## src/sv/scene_register_table_macros.svh

```systemverilog
// assertion macros shared by the scene register table rtl
`ifndef SCENE_REGISTER_TABLE_MACROS_SVH
`define SCENE_REGISTER_TABLE_MACROS_SVH

// same-cycle implication, clocked on aclk and disabled in reset
`define SRT_ASSERT_SAME(lbl, ante, cons) \
    lbl: assert property (@(posedge aclk) disable iff (!aresetn) (ante) |-> (cons)) \
        else $error("scene register table check failed");

// next-cycle implication, clocked on aclk and disabled in reset
`define SRT_ASSERT_NEXT(lbl, ante, cons) \
    lbl: assert property (@(posedge aclk) disable iff (!aresetn) (ante) |=> (cons)) \
        else $error("scene register table check failed");

`endif

```

## src/sv/srt_pkg.sv

```systemverilog
// shared types, codes and widths of the scene register table
`timescale 1ns / 1ps

package srt_pkg;

    // default sizing
    localparam int DEF_ELEMENTS = 4;
    localparam int DEF_SLOTS    = 16;

    // field widths
    localparam int CMD_W    = 3;
    localparam int ELEM_W   = 2;
    localparam int ID_W     = 16;
    localparam int LVL_W    = 8;
    localparam int STATUS_W = 2;
    localparam int WORD_W   = ID_W + LVL_W;

    // stream widths
    localparam int S_TDATA_W = 32;
    localparam int M_TDATA_W = 48;

    // command codes
    localparam logic [CMD_W-1:0] CMD_STORE  = 3'd0;
    localparam logic [CMD_W-1:0] CMD_DELETE = 3'd1;
    localparam logic [CMD_W-1:0] CMD_RECALL = 3'd2;
    localparam logic [CMD_W-1:0] CMD_QUERY  = 3'd3;
    localparam logic [CMD_W-1:0] CMD_CLEAR  = 3'd4;

    // status codes
    localparam logic [STATUS_W-1:0] ST_OK       = 2'd0;
    localparam logic [STATUS_W-1:0] ST_FULL     = 2'd1;
    localparam logic [STATUS_W-1:0] ST_NOTFOUND = 2'd2;
    localparam logic [STATUS_W-1:0] ST_INVALID  = 2'd3;

    // one result transfer
    typedef struct packed {
        logic [STATUS_W-1:0] status;
        logic [ID_W-1:0]     active_scene;
        logic [LVL_W-1:0]    apply_level;
        logic                apply_valid;
        logic [ID_W-1:0]     listed_id;
        logic                id_valid;
        logic                last;
    } srt_item_t;

endpackage

```

## src/sv/srt_ram.sv

```systemverilog
// generic simple dual-port ram with registered read
`timescale 1ns / 1ps

module srt_ram #(
    parameter int WIDTH = 8,
    parameter int DEPTH = 16,
    parameter int ADDR_W = (DEPTH > 1) ? $clog2(DEPTH) : 1
) (
    input  logic              aclk,
    input  logic              we,
    input  logic [ADDR_W-1:0] waddr,
    input  logic [WIDTH-1:0]  wdata,
    input  logic              re,
    input  logic [ADDR_W-1:0] raddr,
    output logic [WIDTH-1:0]  rdata
);

    logic [WIDTH-1:0] mem [DEPTH];

    // write port and registered read port
    always_ff @(posedge aclk) begin
        if (we) begin
            mem[waddr] <= wdata;
        end
        if (re) begin
            rdata <= mem[raddr];
        end
    end

endmodule

```

## src/sv/srt_out.sv

```systemverilog
// result output register for the scene register table
`timescale 1ns / 1ps

module srt_out (
    input  logic                           aclk,
    input  logic                           aresetn,
    input  logic                           load,
    input  srt_pkg::srt_item_t             item,
    output logic                           free,
    output logic                           m_tvalid,
    input  logic                           m_tready,
    // status, active_scene, apply_level, apply_valid, listed_id, zero pad
    output logic [srt_pkg::M_TDATA_W-1:0]  m_tdata,
    // id_valid
    output logic [0:0]                     m_tuser,
    output logic                           m_tlast
);

    localparam int USED_W = srt_pkg::STATUS_W + 2 * srt_pkg::ID_W + srt_pkg::LVL_W + 1;
    localparam int PAD_W  = srt_pkg::M_TDATA_W - USED_W;

    logic               valid_reg;
    logic               valid_next;
    srt_pkg::srt_item_t item_reg;

    // register may take a new item when empty or when drained this cycle
    assign free = !valid_reg || m_tready;

    always_comb begin
        valid_next = valid_reg;
        if (load) begin
            valid_next = 1'b1;
        end else if (m_tready) begin
            valid_next = 1'b0;
        end
    end

    always_ff @(posedge aclk) begin
        if (!aresetn) begin
            valid_reg <= 1'b0;
        end else begin
            valid_reg <= valid_next;
        end
    end

    // payload holds until the next load
    always_ff @(posedge aclk) begin
        if (load) begin
            item_reg <= item;
        end
    end

    // pack the result transfer
    assign m_tvalid = valid_reg;
    assign m_tdata  = {{PAD_W{1'b0}}, item_reg.listed_id, item_reg.apply_valid,
                       item_reg.apply_level, item_reg.active_scene, item_reg.status};
    assign m_tuser  = item_reg.id_valid;
    assign m_tlast  = item_reg.last;

endmodule

```

## src/sv/scene_register_table.sv

```systemverilog
// scene register table: per-element scene slots in one ram, swept one slot a cycle
// a command on a valid element runs the scan on the single ram read port, then an
// update state and a header state; with ack set, the id list then rereads the slots;
// clear all runs a clearing pass over every slot before the header; output stalls hold
// the header and the list; a new command is taken only once the previous one is done
// reset: a clearing pass over every slot runs before the first input transfer
`timescale 1ns / 1ps

module scene_register_table #(
    parameter int ELEMENTS = srt_pkg::DEF_ELEMENTS,
    parameter int SLOTS    = srt_pkg::DEF_SLOTS
) (
    input  logic                          aclk,
    input  logic                          aresetn,
    input  logic                          s_tvalid,
    output logic                          s_tready,
    // command, element, scene_num, store_level, ack, zero pad
    input  logic [srt_pkg::S_TDATA_W-1:0] s_tdata,
    output logic                          m_tvalid,
    input  logic                          m_tready,
    // status, active_scene, apply_level, apply_valid, listed_id, zero pad
    output logic [srt_pkg::M_TDATA_W-1:0] m_tdata,
    // id_valid
    output logic [0:0]                    m_tuser,
    output logic                          m_tlast
);

`include "scene_register_table_macros.svh"

    localparam int DEPTH  = ELEMENTS * SLOTS;
    localparam int ADDR_W = (DEPTH > 1) ? $clog2(DEPTH) : 1;
    localparam int IDX_W  = (SLOTS > 1) ? $clog2(SLOTS) : 1;
    localparam int CNT_W  = $clog2(SLOTS + 1);
    localparam int EL_W   = (ELEMENTS > 1) ? $clog2(ELEMENTS) : 1;
    localparam int ID_W   = srt_pkg::ID_W;
    localparam int LVL_W  = srt_pkg::LVL_W;
    localparam int WORD_W = srt_pkg::WORD_W;

    // sequencer states
    localparam logic [2:0] S_CLEAR = 3'd0;
    localparam logic [2:0] S_IDLE  = 3'd1;
    localparam logic [2:0] S_SCAN  = 3'd2;
    localparam logic [2:0] S_WRITE = 3'd3;
    localparam logic [2:0] S_HEAD  = 3'd4;
    localparam logic [2:0] S_LIST  = 3'd5;

    // input fields
    logic [srt_pkg::CMD_W-1:0]  in_cmd;
    logic [srt_pkg::ELEM_W-1:0] in_element;
    logic [ID_W-1:0]            in_id;
    logic [LVL_W-1:0]           in_lvl;
    logic                       in_ack;
    logic                       in_bad;
    logic [EL_W-1:0]            in_el_idx;
    logic                       accept;

    assign in_cmd     = s_tdata[2:0];
    assign in_element = s_tdata[4:3];
    assign in_id      = s_tdata[20:5];
    assign in_lvl     = s_tdata[28:21];
    assign in_ack     = s_tdata[29];
    assign in_bad     = int'(in_element) >= ELEMENTS;
    assign in_el_idx  = EL_W'(in_element);

    // control registers
    logic [2:0]        state_reg, state_next;
    logic [ADDR_W-1:0] clr_addr_reg, clr_addr_next;
    logic              clr_cmd_reg, clr_cmd_next;
    logic [CNT_W-1:0]  scan_cnt_reg, scan_cnt_next;
    logic              match_found_reg, match_found_next;
    logic              empty_found_reg, empty_found_next;
    logic [CNT_W-1:0]  nz_cnt_reg, nz_cnt_next;
    logic [CNT_W-1:0]  list_cnt_reg, list_cnt_next;
    logic [CNT_W-1:0]  lrd_idx_reg, lrd_idx_next;
    logic              pend_reg, pend_next;
    logic [CNT_W-1:0]  emit_cnt_reg, emit_cnt_next;
    logic [ID_W-1:0]   cur_scene_reg [ELEMENTS];
    logic [ID_W-1:0]   cur_scene_next [ELEMENTS];

    // command and scan payload registers
    logic [srt_pkg::CMD_W-1:0]    cmd_reg, cmd_next;
    logic [EL_W-1:0]              el_reg, el_next;
    logic [ID_W-1:0]              id_reg, id_next;
    logic [LVL_W-1:0]             lvl_reg, lvl_next;
    logic                         ack_reg, ack_next;
    logic [ADDR_W-1:0]            base_reg, base_next;
    logic [IDX_W-1:0]             match_idx_reg, match_idx_next;
    logic [LVL_W-1:0]             match_lvl_reg, match_lvl_next;
    logic [IDX_W-1:0]             empty_idx_reg, empty_idx_next;
    logic [srt_pkg::STATUS_W-1:0] hdr_status_reg, hdr_status_next;
    logic [ID_W-1:0]              hdr_cur_reg, hdr_cur_next;
    logic [LVL_W-1:0]             hdr_lvl_reg, hdr_lvl_next;
    logic                         hdr_av_reg, hdr_av_next;

    // ram ports
    logic              ram_we;
    logic [ADDR_W-1:0] ram_waddr;
    logic [WORD_W-1:0] ram_wdata;
    logic              ram_re;
    logic [ADDR_W-1:0] ram_raddr;
    logic [WORD_W-1:0] ram_rdata;
    logic [ID_W-1:0]   rd_id;

    // output stage
    logic               out_load;
    logic               out_free;
    srt_pkg::srt_item_t out_item;

    // scan and list strobes
    logic             scan_issue;
    logic             scan_proc;
    logic [IDX_W-1:0] scan_idx;
    logic             list_emit;
    logic             list_last;
    logic             list_consume;
    logic             list_issue;
    logic             hdr_last;

    assign s_tready = (state_reg == S_IDLE);
    assign accept   = s_tvalid && s_tready;
    assign rd_id    = ram_rdata[ID_W-1:0];

    // scan: issue slot reads, check the slot read in the cycle before
    assign scan_issue = (state_reg == S_SCAN) && (scan_cnt_reg < CNT_W'(SLOTS));
    assign scan_proc  = (state_reg == S_SCAN) && (scan_cnt_reg != '0);
    assign scan_idx   = IDX_W'(scan_cnt_reg - CNT_W'(1));

    // list: a pending slot word is dropped if empty or sent when the output is free
    assign list_emit    = (state_reg == S_LIST) && pend_reg && (rd_id != '0) && out_free;
    assign list_last    = list_emit && (emit_cnt_reg + CNT_W'(1) == list_cnt_reg);
    assign list_consume = (state_reg == S_LIST) && pend_reg && ((rd_id == '0) || out_free);
    assign list_issue   = (state_reg == S_LIST) && (!pend_reg || list_consume) && !list_last
                          && (lrd_idx_reg < CNT_W'(SLOTS));

    assign hdr_last = !ack_reg || (list_cnt_reg == '0);

    assign ram_re    = scan_issue || list_issue;
    assign ram_raddr = base_reg + (scan_issue ? ADDR_W'(scan_cnt_reg) : ADDR_W'(lrd_idx_reg));

    // sequencer
    always_comb begin
        state_next       = state_reg;
        clr_addr_next    = clr_addr_reg;
        clr_cmd_next     = clr_cmd_reg;
        scan_cnt_next    = scan_cnt_reg;
        match_found_next = match_found_reg;
        empty_found_next = empty_found_reg;
        nz_cnt_next      = nz_cnt_reg;
        list_cnt_next    = list_cnt_reg;
        lrd_idx_next     = lrd_idx_reg;
        pend_next        = pend_reg;
        emit_cnt_next    = emit_cnt_reg;
        cur_scene_next   = cur_scene_reg;
        cmd_next         = cmd_reg;
        el_next          = el_reg;
        id_next          = id_reg;
        lvl_next         = lvl_reg;
        ack_next         = ack_reg;
        base_next        = base_reg;
        match_idx_next   = match_idx_reg;
        match_lvl_next   = match_lvl_reg;
        empty_idx_next   = empty_idx_reg;
        hdr_status_next  = hdr_status_reg;
        hdr_cur_next     = hdr_cur_reg;
        hdr_lvl_next     = hdr_lvl_reg;
        hdr_av_next      = hdr_av_reg;
        ram_we           = 1'b0;
        ram_waddr        = clr_addr_reg;
        ram_wdata        = '0;
        out_load         = 1'b0;
        out_item         = '0;

        case (state_reg)
            // clearing pass over every slot
            S_CLEAR: begin
                ram_we = 1'b1;
                if (clr_addr_reg == ADDR_W'(DEPTH - 1)) begin
                    state_next = clr_cmd_reg ? S_HEAD : S_IDLE;
                end else begin
                    clr_addr_next = clr_addr_reg + ADDR_W'(1);
                end
            end

            // take a command
            S_IDLE: begin
                if (accept) begin
                    cmd_next         = in_cmd;
                    el_next          = in_el_idx;
                    id_next          = in_id;
                    lvl_next         = in_lvl;
                    ack_next         = in_ack;
                    base_next        = ADDR_W'(in_el_idx) * ADDR_W'(SLOTS);
                    scan_cnt_next    = '0;
                    match_found_next = 1'b0;
                    empty_found_next = 1'b0;
                    nz_cnt_next      = '0;
                    hdr_status_next  = srt_pkg::ST_OK;
                    hdr_cur_next     = '0;
                    hdr_lvl_next     = '0;
                    hdr_av_next      = 1'b0;
                    list_cnt_next    = '0;
                    if (in_bad) begin
                        hdr_status_next = srt_pkg::ST_NOTFOUND;
                        state_next      = S_HEAD;
                    end else if (in_cmd == srt_pkg::CMD_CLEAR) begin
                        for (int e = 0; e < ELEMENTS; e++) begin
                            cur_scene_next[e] = '0;
                        end
                        clr_addr_next = '0;
                        clr_cmd_next  = 1'b1;
                        state_next    = S_CLEAR;
                    end else begin
                        state_next = S_SCAN;
                    end
                end
            end

            // sweep the element's slots
            S_SCAN: begin
                if (scan_proc) begin
                    if ((rd_id == id_reg) && !match_found_reg) begin
                        match_found_next = 1'b1;
                        match_idx_next   = scan_idx;
                        match_lvl_next   = ram_rdata[WORD_W-1:ID_W];
                    end
                    if ((rd_id == '0) && !empty_found_reg) begin
                        empty_found_next = 1'b1;
                        empty_idx_next   = scan_idx;
                    end
                    if (rd_id != '0) begin
                        nz_cnt_next = nz_cnt_reg + CNT_W'(1);
                    end
                end
                if (scan_cnt_reg == CNT_W'(SLOTS)) begin
                    state_next = S_WRITE;
                end else begin
                    scan_cnt_next = scan_cnt_reg + CNT_W'(1);
                end
            end

            // apply the command to the slot and the current scene
            S_WRITE: begin
                hdr_cur_next  = cur_scene_reg[el_reg];
                list_cnt_next = nz_cnt_reg;
                case (cmd_reg)
                    srt_pkg::CMD_STORE: begin
                        if (id_reg == '0) begin
                            hdr_status_next = srt_pkg::ST_INVALID;
                        end else if (match_found_reg || empty_found_reg) begin
                            ram_we    = 1'b1;
                            ram_waddr = base_reg + ADDR_W'(match_found_reg ? match_idx_reg
                                                                           : empty_idx_reg);
                            ram_wdata = {lvl_reg, id_reg};
                            hdr_cur_next = id_reg;
                            if (!match_found_reg) begin
                                list_cnt_next = nz_cnt_reg + CNT_W'(1);
                            end
                        end else begin
                            hdr_status_next = srt_pkg::ST_FULL;
                        end
                    end
                    srt_pkg::CMD_DELETE: begin
                        if (match_found_reg) begin
                            ram_we    = 1'b1;
                            ram_waddr = base_reg + ADDR_W'(match_idx_reg);
                            ram_wdata = '0;
                            if (cur_scene_reg[el_reg] == id_reg) begin
                                hdr_cur_next = '0;
                            end
                            if (id_reg != '0) begin
                                list_cnt_next = nz_cnt_reg - CNT_W'(1);
                            end
                        end
                    end
                    srt_pkg::CMD_RECALL: begin
                        if ((id_reg != '0) && match_found_reg) begin
                            hdr_lvl_next = match_lvl_reg;
                            hdr_av_next  = 1'b1;
                            hdr_cur_next = id_reg;
                        end else begin
                            hdr_status_next = srt_pkg::ST_NOTFOUND;
                        end
                    end
                    default: begin
                        // query and unused codes change nothing
                    end
                endcase
                cur_scene_next[el_reg] = hdr_cur_next;
                state_next = S_HEAD;
            end

            // header transfer
            S_HEAD: begin
                if (out_free) begin
                    out_load              = 1'b1;
                    out_item.status       = hdr_status_reg;
                    out_item.active_scene = hdr_cur_reg;
                    out_item.apply_level  = hdr_lvl_reg;
                    out_item.apply_valid  = hdr_av_reg;
                    out_item.last         = hdr_last;
                    clr_cmd_next          = 1'b0;
                    lrd_idx_next          = '0;
                    pend_next             = 1'b0;
                    emit_cnt_next         = '0;
                    state_next            = hdr_last ? S_IDLE : S_LIST;
                end
            end

            // stored id list, one slot read a cycle unless a pending id waits for the output
            S_LIST: begin
                if (list_emit) begin
                    out_load           = 1'b1;
                    out_item.listed_id = rd_id;
                    out_item.id_valid  = 1'b1;
                    out_item.last      = list_last;
                    emit_cnt_next      = emit_cnt_reg + CNT_W'(1);
                end
                if (list_issue) begin
                    lrd_idx_next = lrd_idx_reg + CNT_W'(1);
                    pend_next    = 1'b1;
                end else if (list_consume) begin
                    pend_next = 1'b0;
                end
                if (list_last) begin
                    state_next = S_IDLE;
                end
            end

            default: begin
                state_next = S_IDLE;
            end
        endcase
    end

    // control state
    always_ff @(posedge aclk) begin
        if (!aresetn) begin
            state_reg       <= S_CLEAR;
            clr_addr_reg    <= '0;
            clr_cmd_reg     <= 1'b0;
            scan_cnt_reg    <= '0;
            match_found_reg <= 1'b0;
            empty_found_reg <= 1'b0;
            nz_cnt_reg      <= '0;
            list_cnt_reg    <= '0;
            lrd_idx_reg     <= '0;
            pend_reg        <= 1'b0;
            emit_cnt_reg    <= '0;
            for (int e = 0; e < ELEMENTS; e++) begin
                cur_scene_reg[e] <= '0;
            end
        end else begin
            state_reg       <= state_next;
            clr_addr_reg    <= clr_addr_next;
            clr_cmd_reg     <= clr_cmd_next;
            scan_cnt_reg    <= scan_cnt_next;
            match_found_reg <= match_found_next;
            empty_found_reg <= empty_found_next;
            nz_cnt_reg      <= nz_cnt_next;
            list_cnt_reg    <= list_cnt_next;
            lrd_idx_reg     <= lrd_idx_next;
            pend_reg        <= pend_next;
            emit_cnt_reg    <= emit_cnt_next;
            cur_scene_reg   <= cur_scene_next;
        end
    end

    // command and scan payload
    always_ff @(posedge aclk) begin
        cmd_reg        <= cmd_next;
        el_reg         <= el_next;
        id_reg         <= id_next;
        lvl_reg        <= lvl_next;
        ack_reg        <= ack_next;
        base_reg       <= base_next;
        match_idx_reg  <= match_idx_next;
        match_lvl_reg  <= match_lvl_next;
        empty_idx_reg  <= empty_idx_next;
        hdr_status_reg <= hdr_status_next;
        hdr_cur_reg    <= hdr_cur_next;
        hdr_lvl_reg    <= hdr_lvl_next;
        hdr_av_reg     <= hdr_av_next;
    end

    // slot memory: level in the upper bits, scene id in the lower bits
    srt_ram #(
        .WIDTH (WORD_W),
        .DEPTH (DEPTH),
        .ADDR_W(ADDR_W)
    ) u_slot_ram (
        .aclk (aclk),
        .we   (ram_we),
        .waddr(ram_waddr),
        .wdata(ram_wdata),
        .re   (ram_re),
        .raddr(ram_raddr),
        .rdata(ram_rdata)
    );

    // result register
    srt_out u_out (
        .aclk    (aclk),
        .aresetn (aresetn),
        .load    (out_load),
        .item    (out_item),
        .free    (out_free),
        .m_tvalid(m_tvalid),
        .m_tready(m_tready),
        .m_tdata (m_tdata),
        .m_tuser (m_tuser),
        .m_tlast (m_tlast)
    );

    // checks
    `SRT_ASSERT_NEXT(a_busy_after_accept, s_tvalid && s_tready, !s_tready)
    `SRT_ASSERT_SAME(a_list_item_nonzero, out_load && (state_reg == S_LIST), out_item.id_valid && (out_item.listed_id != '0))
    `SRT_ASSERT_SAME(a_emit_bound, state_reg == S_LIST, emit_cnt_reg < list_cnt_reg)
    `SRT_ASSERT_SAME(a_no_read_on_write, ram_we, !ram_re)

endmodule
```

## config.mk

```make
export PLATFORM = sky130hd
export DESIGN_NAME = scene_register_table
export DESIGN_NICKNAME = d
export VERILOG_FILES = /design/src/sv/srt_pkg.sv /design/src/sv/srt_ram.sv /design/src/sv/srt_out.sv /design/src/sv/scene_register_table.sv
export VERILOG_INCLUDE_DIRS = /design/src /design/src/sv
export SDC_FILE = /design/constraint.sdc
export NUM_CORES = 2
export LEC_CHECK = 0
export ABC_AREA = 0
export BUFFER_PORTS_ARGS = -buffer_cell sky130_fd_sc_hd__clkbuf_2
export CAP_MARGIN = 20
export CORE_ASPECT_RATIO = 0.5
export CORE_MARGIN = 10
export CORE_UTILIZATION = 30
export CTS_CLUSTER_SIZE = 24
export DETAILED_ROUTE_END_ITERATION = 10
export GPL_ROUTABILITY_DRIVEN = 0
export PLACE_DENSITY = 0.46
export SETUP_SLACK_MARGIN = 0.02
export SYNTH_ARGS = -nofsm -noshare
export SYNTH_HDL_FRONTEND = slang
export SYNTH_SLANG_ARGS = --single-unit
```

## constraint.sdc

```tcl
create_clock -name aclk -period 11.3 [get_ports aclk]
set_input_delay 0.565 -clock aclk [delete_from_list [all_inputs] [get_ports aclk]]
set_output_delay 0.565 -clock aclk [all_outputs]
set_load 0.05 [all_outputs]
```

== Word level (Yosys, flattened, before mapping) ==
Memory sizes are Yosys's and may differ from the RTL's. A register that Yosys moved wholly into a read port is not among the register bits.
Cells that the tools add are included.

* Register bits: 221
* Memory bits (writable): 1536
* Bits of input ports: 36
* Output and inout bits: 52
* Word-level logic and storage cells: 246
* Memories: 1

{| class="wikitable"
|+ Memories
! memory !! depth !! width !! read ports !! clocked after memory_dff !! write ports !! RTL line !! RTL
|-
| u_slot_ram.mem || 64 || 24 || 1 || 1 || 1 || srt_ram.sv:18 || <nowiki>logic [WIDTH-1:0] mem [DEPTH];</nowiki>
|}

* $add $sub $neg: 10
* Magnitude comparators: 4
* Equal/unequal tests: 33
* Muxes and demuxes: 102
* Bitwise gates (word level): 1
* Reductions and logical operators: 60

{| class="wikitable"
|+ Operator list
! operator !! number
|-
| two-way mux 16 bit || 10
|-
| two-way mux 64 bit || 2
|-
| one-hot mux 64 bit (2 select lines) || 1
|-
| two-way mux 24 bit || 4
|-
| two-way mux 5 bit || 13
|-
| bitwise mux 64 bit || 1
|-
| one-hot mux 5 bit (2 select lines) || 6
|-
| one-hot mux 16 bit (3 select lines) || 1
|-
| two-way mux 6 bit || 7
|-
| binary-select mux 16 bit (select 2 bit) || 1
|-
| demux 16 bit (select 2 bit) || 1
|-
| equality test 16 bit || 2
|-
| logical NOT 16 bit || 2
|-
| one-hot mux 16 bit (2 select lines) || 1
|-
| nonzero test 16 bit || 2
|-
| two-way mux 8 bit || 3
|-
| one-hot mux 6 bit (2 select lines) || 2
|-
| AND reduction 4 bit || 6
|-
| two-way mux 1 bit || 22
|-
| two-way mux 3 bit || 7
|-
| AND reduction 3 bit || 7
|-
| adder 5 x 1 -> 5 bit (second input constant) || 4
|-
| != test 2 bit (second input constant) || 10
|-
| one-hot mux 1 bit (2 select lines) || 9
|-
| 33 further kinds || 86
|}

== Longest topological paths before layout ==
* Depth in word-level cells: 11
* Gate-level depth with buffers: 13
* Depth with buffers taken out: 9

== Cells and area by module ==
Synthesis repeated with hierarchy kept, for this count alone.

* Cells, all modules: 3540
* Area, all modules: 70118.5 µm²

{| class="wikitable"
|+ Modules (own cells, without submodules)
! module !! times used !! cells each !! area each (µm²) !! sequential area each (µm²)
|-
| srt_ram || 1 || 2611 || 59570.9 || 46844.9
|-
| scene_register_table || 1 || 874 || 9106.2 || 4234.1
|-
| srt_out || 1 || 55 || 1441.4 || 1371.3
|}

== Worst setup path before layout ==
No wires, ideal clock.

* Kind: register to register
* Start point: register id_reg[5]
* End point: memory u_slot_ram.mem[38][0] (netlist bit), enable pin
* Library setup time: 0.466 ns
* Arrival: 4.723 ns
* Required time: 10.834 ns
* Setup slack: 6.111 ns
* Stages on the path, launching flop included: 11
* Buffers on the path: 4
* Period minus slack after synthesis: 5.189 ns
* Cells stage by stage: edfxtp_1 > buf_6 > or4_1 > or4_1 > buf_2 > buf_6 > nand4b_4 > nand3b_2 > a21o_1 > buf_6 > nor4_1

* Cells in the longest elaborated chain, start to end: 6
* Elaborated cells on any way between the ends: 9
* Classes of those cells: mux: 8; reduce/logical: 1

{| class="wikitable"
|+ Ends and longest elaborated chain
! item !! RTL line !! RTL
|-
| start: declaration || scene_register_table.sv:83 || <nowiki>logic [ID_W-1:0] id_reg, id_next;</nowiki>
|-
| start signal: assignment || scene_register_table.sv:372 || <nowiki>id_reg <= id_next;</nowiki>
|-
| logical NOT 16 bit (*) || scene_register_table.sv:247 || <nowiki>if (id_reg == '0) begin</nowiki>
|-
| two-way mux 1 bit || scene_register_table.sv:247 ||
|-
| one-hot mux 1 bit (2 select lines) || scene_register_table.sv:245 || <nowiki>case (cmd_reg)</nowiki>
|-
| one-hot mux 1 bit (2 select lines) || scene_register_table.sv:173 || <nowiki>case (state_reg)</nowiki>
|-
| two-way mux 1 bit || srt_ram.sv:22 || <nowiki>if (we) begin</nowiki>
|-
| two-way mux 1 bit (not written as such) || srt_ram.sv:23 || <nowiki>mem[waddr] <= wdata;</nowiki>
|-
| end: declaration || srt_ram.sv:18 ||
|}

Mark *: on every way between the ends. The rest lies on a longest branch, timed or not.

== Worst setup path after layout ==
* Start point: register id_reg[12]
* End point: memory u_slot_ram.mem[17][7] (netlist bit), enable pin

Same word-level chain as after synthesis.

==> impl_metrics.yaml <==
cells_and_area:
  area_delta_synth_final_pct: 14.9
  final_common_cell: "edfxtp_1"
  fin_area_um2: 81200
  nFillCells: 22300
  postLayoutCoreUtil: 0.348
  drive_gt1_frac: 0.151
  layout.nets: 4997
  final_cell_mix: "1,678 x edfxtp_1, 994 x nand2_1, 400 x nand3_1, 182 x clkbuf_16, 156 x buf_4"
  largest_reg_flops: 1536
clocking:
  clk_latency_ns: 0.84
  root_buffer: "clkbuf_16"
  numCtsBuffers: 182
  cts-htree-levels: 4
  cts_setup_buffers: 0
  clockBufferDepth: 4
  cts_resized: 0
  cts_tree: "built"
  ctsHoldBuffers: 30
  cts_sinks: 1781
  cts.clk_slew.worst_paths_ns: 0.06
synthesis:
  synth-async-reset-ratio: 0
  yosysSeqAreaShare: 0.742
  synth_cell_types: 72
  post_synth.cell_area_avg_um2: 14.7
  yosys.area.top_type: "edfxtp_1"
  synth_area_leaders: "edfxtp_1 71%, nand2_1 5.3%, mux4_2 4.6%"
  netlist_instances: 4809
  synth_edf_count: 1678
  synth_area_um2: 70700
  synth-seq-cells: 1781
  synth_flop_cell: "edfxtp_1"
  synth_top_area_share: 0.712
  yosys_warnings: 0
placed_design:
  place_hpwl_mm: 127
  place_area_um2: 75500
  port-buffer-count: 80
power_and_ir_drop:
  p_int_mw: 10.7
  p_leak_nw: 26.2
  netSwitchingPower_mw: 3.08
  ir_worst_vdd_mv: 0.140
  p_per_area_nw_per_um2: 169
  clkPwrFrac: 0.414
  switching_share: 0.224
  seq_power_share: 0.537
  power_frac_comb: 0.049
sta:
  period_needed_ns: 5.54
  maxSlewViolCount: 0
  finClkSkew_ns: 0.0694
  holdWs_ns: 0.293
  setup_tns_ns: 0
  worstMarginPinSlew_ns: 1.20
  fmaxAchievable_mhz: 181
  slew_headroom: 0.189
  hold_viol: 0
  rsz0062_at_grt: "no"
  period_share: 0.490
  setup_viol: 0
critical_path:
  cp_cell_sequence: "buf_4 > or4_1 > or4_1 > o2111ai_1 > a21oi_1 > nor3_2 > nand2_1 > nor2_2 > buf_4"
  path_buf_inv: 2
  required_ns: 11.79
  max_stage_delay_ns: 0.90
  cp-start-kind: "register"
  crit_type: "reg2reg"
  cp.arrival_ns: 6.03
  crit_fanout: 15
  critical-path-top-delay-family: "simple AND/OR/NAND/NOR gates"
  cp_slowest_cell: "nor2_2"
  end_kind: "register"
grt:
  grt_max_degree: 130
  grt_pass1_wl_mm: 314
  antenna_found_initial: 12
  grt_use_total: 0.167
  grt_pass1_vias: 41900
  grt_overflow: 0
die:
  fp.dieH_um: 363
  ios: 88
  num_rows: 125
  core_region_area_um2: 233000
  die_w_um: 707
  initial_core_util: 0.303
  fp.dieArea_um2: 257000
drt:
  drc: 0
  drtIter0Drc: 4991
  num_vias: 43100
  routed_wl_mm: 223
  viasPerCell: 5.25
  postRouteAntennaNets: 0
  drt-wirelength-per-cell_um: 27.2
  firstDrtPassIters: 6
job:
  max_cap_violations: 0
outcome:
  status: "finished clean"
min_path:
  hold_class: "in2reg"
## synth_stat cells, types with 4 or more instances
cell type  instances
buf_2             28
a221o_1           58
mux2_2            12
buf_4              8
o31ai_1            5
nand3b_1           5
nor2b_1            5
nor3_1            44
a21oi_1          128
o41ai_1           21
nand2b_1           8
nand3_1          400
nand2_1          994
buf_1             42
a22oi_1          107
mux2i_1           67
a31oi_1           89
a32o_1            45
or4_1              7
ha_1               9
inv_1             20
xor2_1            34
mux4_2           144
or3_1              8
clkbuf_1         239
nor2_1           127
and2_1            62
nand4_1           89
o22ai_1            4
nor4_1            68
a21o_1             4
edfxtp_1        1678
xnor2_1           21
and3_1            33
a32oi_1            6
o2111ai_1          5
dfxtp_1          103
o21ai_0           29
## kinds of logic after synthesis
group / share of synthesized area
other cells: 0.0000530
fa+ha+maj: 0.00159
flops: 0.742
buf+inv: 0.0194
mux: 0.0572
simple gates: 0.119
xor+xnor: 0.00745
compound gates: 0.0532
## final timing paths
| path | depth (start not counted) | from | to | slack [ns] |
|---|---|---|---|---|
| worst max-delay path | 9 | id_reg[12]$_DFFE_PP_ | u_slot_ram.mem[17][7]$_DFFE_PP_ | 5.76 |
| worst max register to register | 9 | id_reg[12]$_DFFE_PP_ | u_slot_ram.mem[17][7]$_DFFE_PP_ | 5.76 |
| worst min-delay path | 3 | aresetn | list_cnt_reg[0]$_SDFFE_PN0P_ | 0.29 |
| worst min register to register | 0 | u_slot_ram.rdata[23]$_DFFE_PP_ | match_lvl_reg[7]$_DFFE_PP_ | 0.43 |
## stage by stage
stage / instances / total power, mW / setup WS, ns
finish: 8201 / 13.7 / 5.76
global route: 8196 / 14.2 / 5.66
CTS: 8195 / 13.8 / 5.87
detailed placement: 7848 / 8.17 / 5.88
global placement: 7847 / 8.15 / 5.90
floorplan: 4813 / 7.81 / 6.11
## tightest hold or removal path, stage by stage
cell and delay, ns:
clkbuf_2 0.24, nand3_1 0.15, o21ai_0 0.06
## routing by layer
| layer | wire length [um] | share of wire | vias up | global-route usage |
|---|---|---|---|---|
| met5 | 27 | 0.00012 | - | 0 |
| met3 | 16500 | 0.074 | 334 | 0.0299 |
| met4 | 6280 | 0.028 | 4 | 0.0468 |
| li1 | - | - | 18700 | - |
| met2 | 103000 | 0.46 | 1710 | 0.268 |
| met1 | 98000 | 0.44 | 22300 | 0.234 |
## power by group through the flow
stage,registers (mW),clock network (mW),logic (mW)
floorplan,7.49,0,0.320
global placement,7.51,0,0.645
detailed placement,7.51,0,0.656
CTS,7.37,5.81,0.666
global route,7.38,6.07,0.701
finish,7.37,5.69,0.672
## area by class of cell
| cell class | count | area [um^2] | share of cell area |
|---|---|---|---|
| clock buffer | 222 | 4730 | 0.0583 |
| multi-input combinational | 2690 | 17300 | 0.213 |
| timing repair buffer | 275 | 2050 | 0.0252 |
| clock inverter | 95 | 708 | 0.00872 |
| tap | 3111 | 3890 | 0.0479 |
| antenna | 5 | 12.5 | 0.000154 |
| inverter | 22 | 82.6 | 0.00102 |
| sequential | 1781 | 52500 | 0.646 |
No activity file was read; power rests on OpenSTA's default activity.
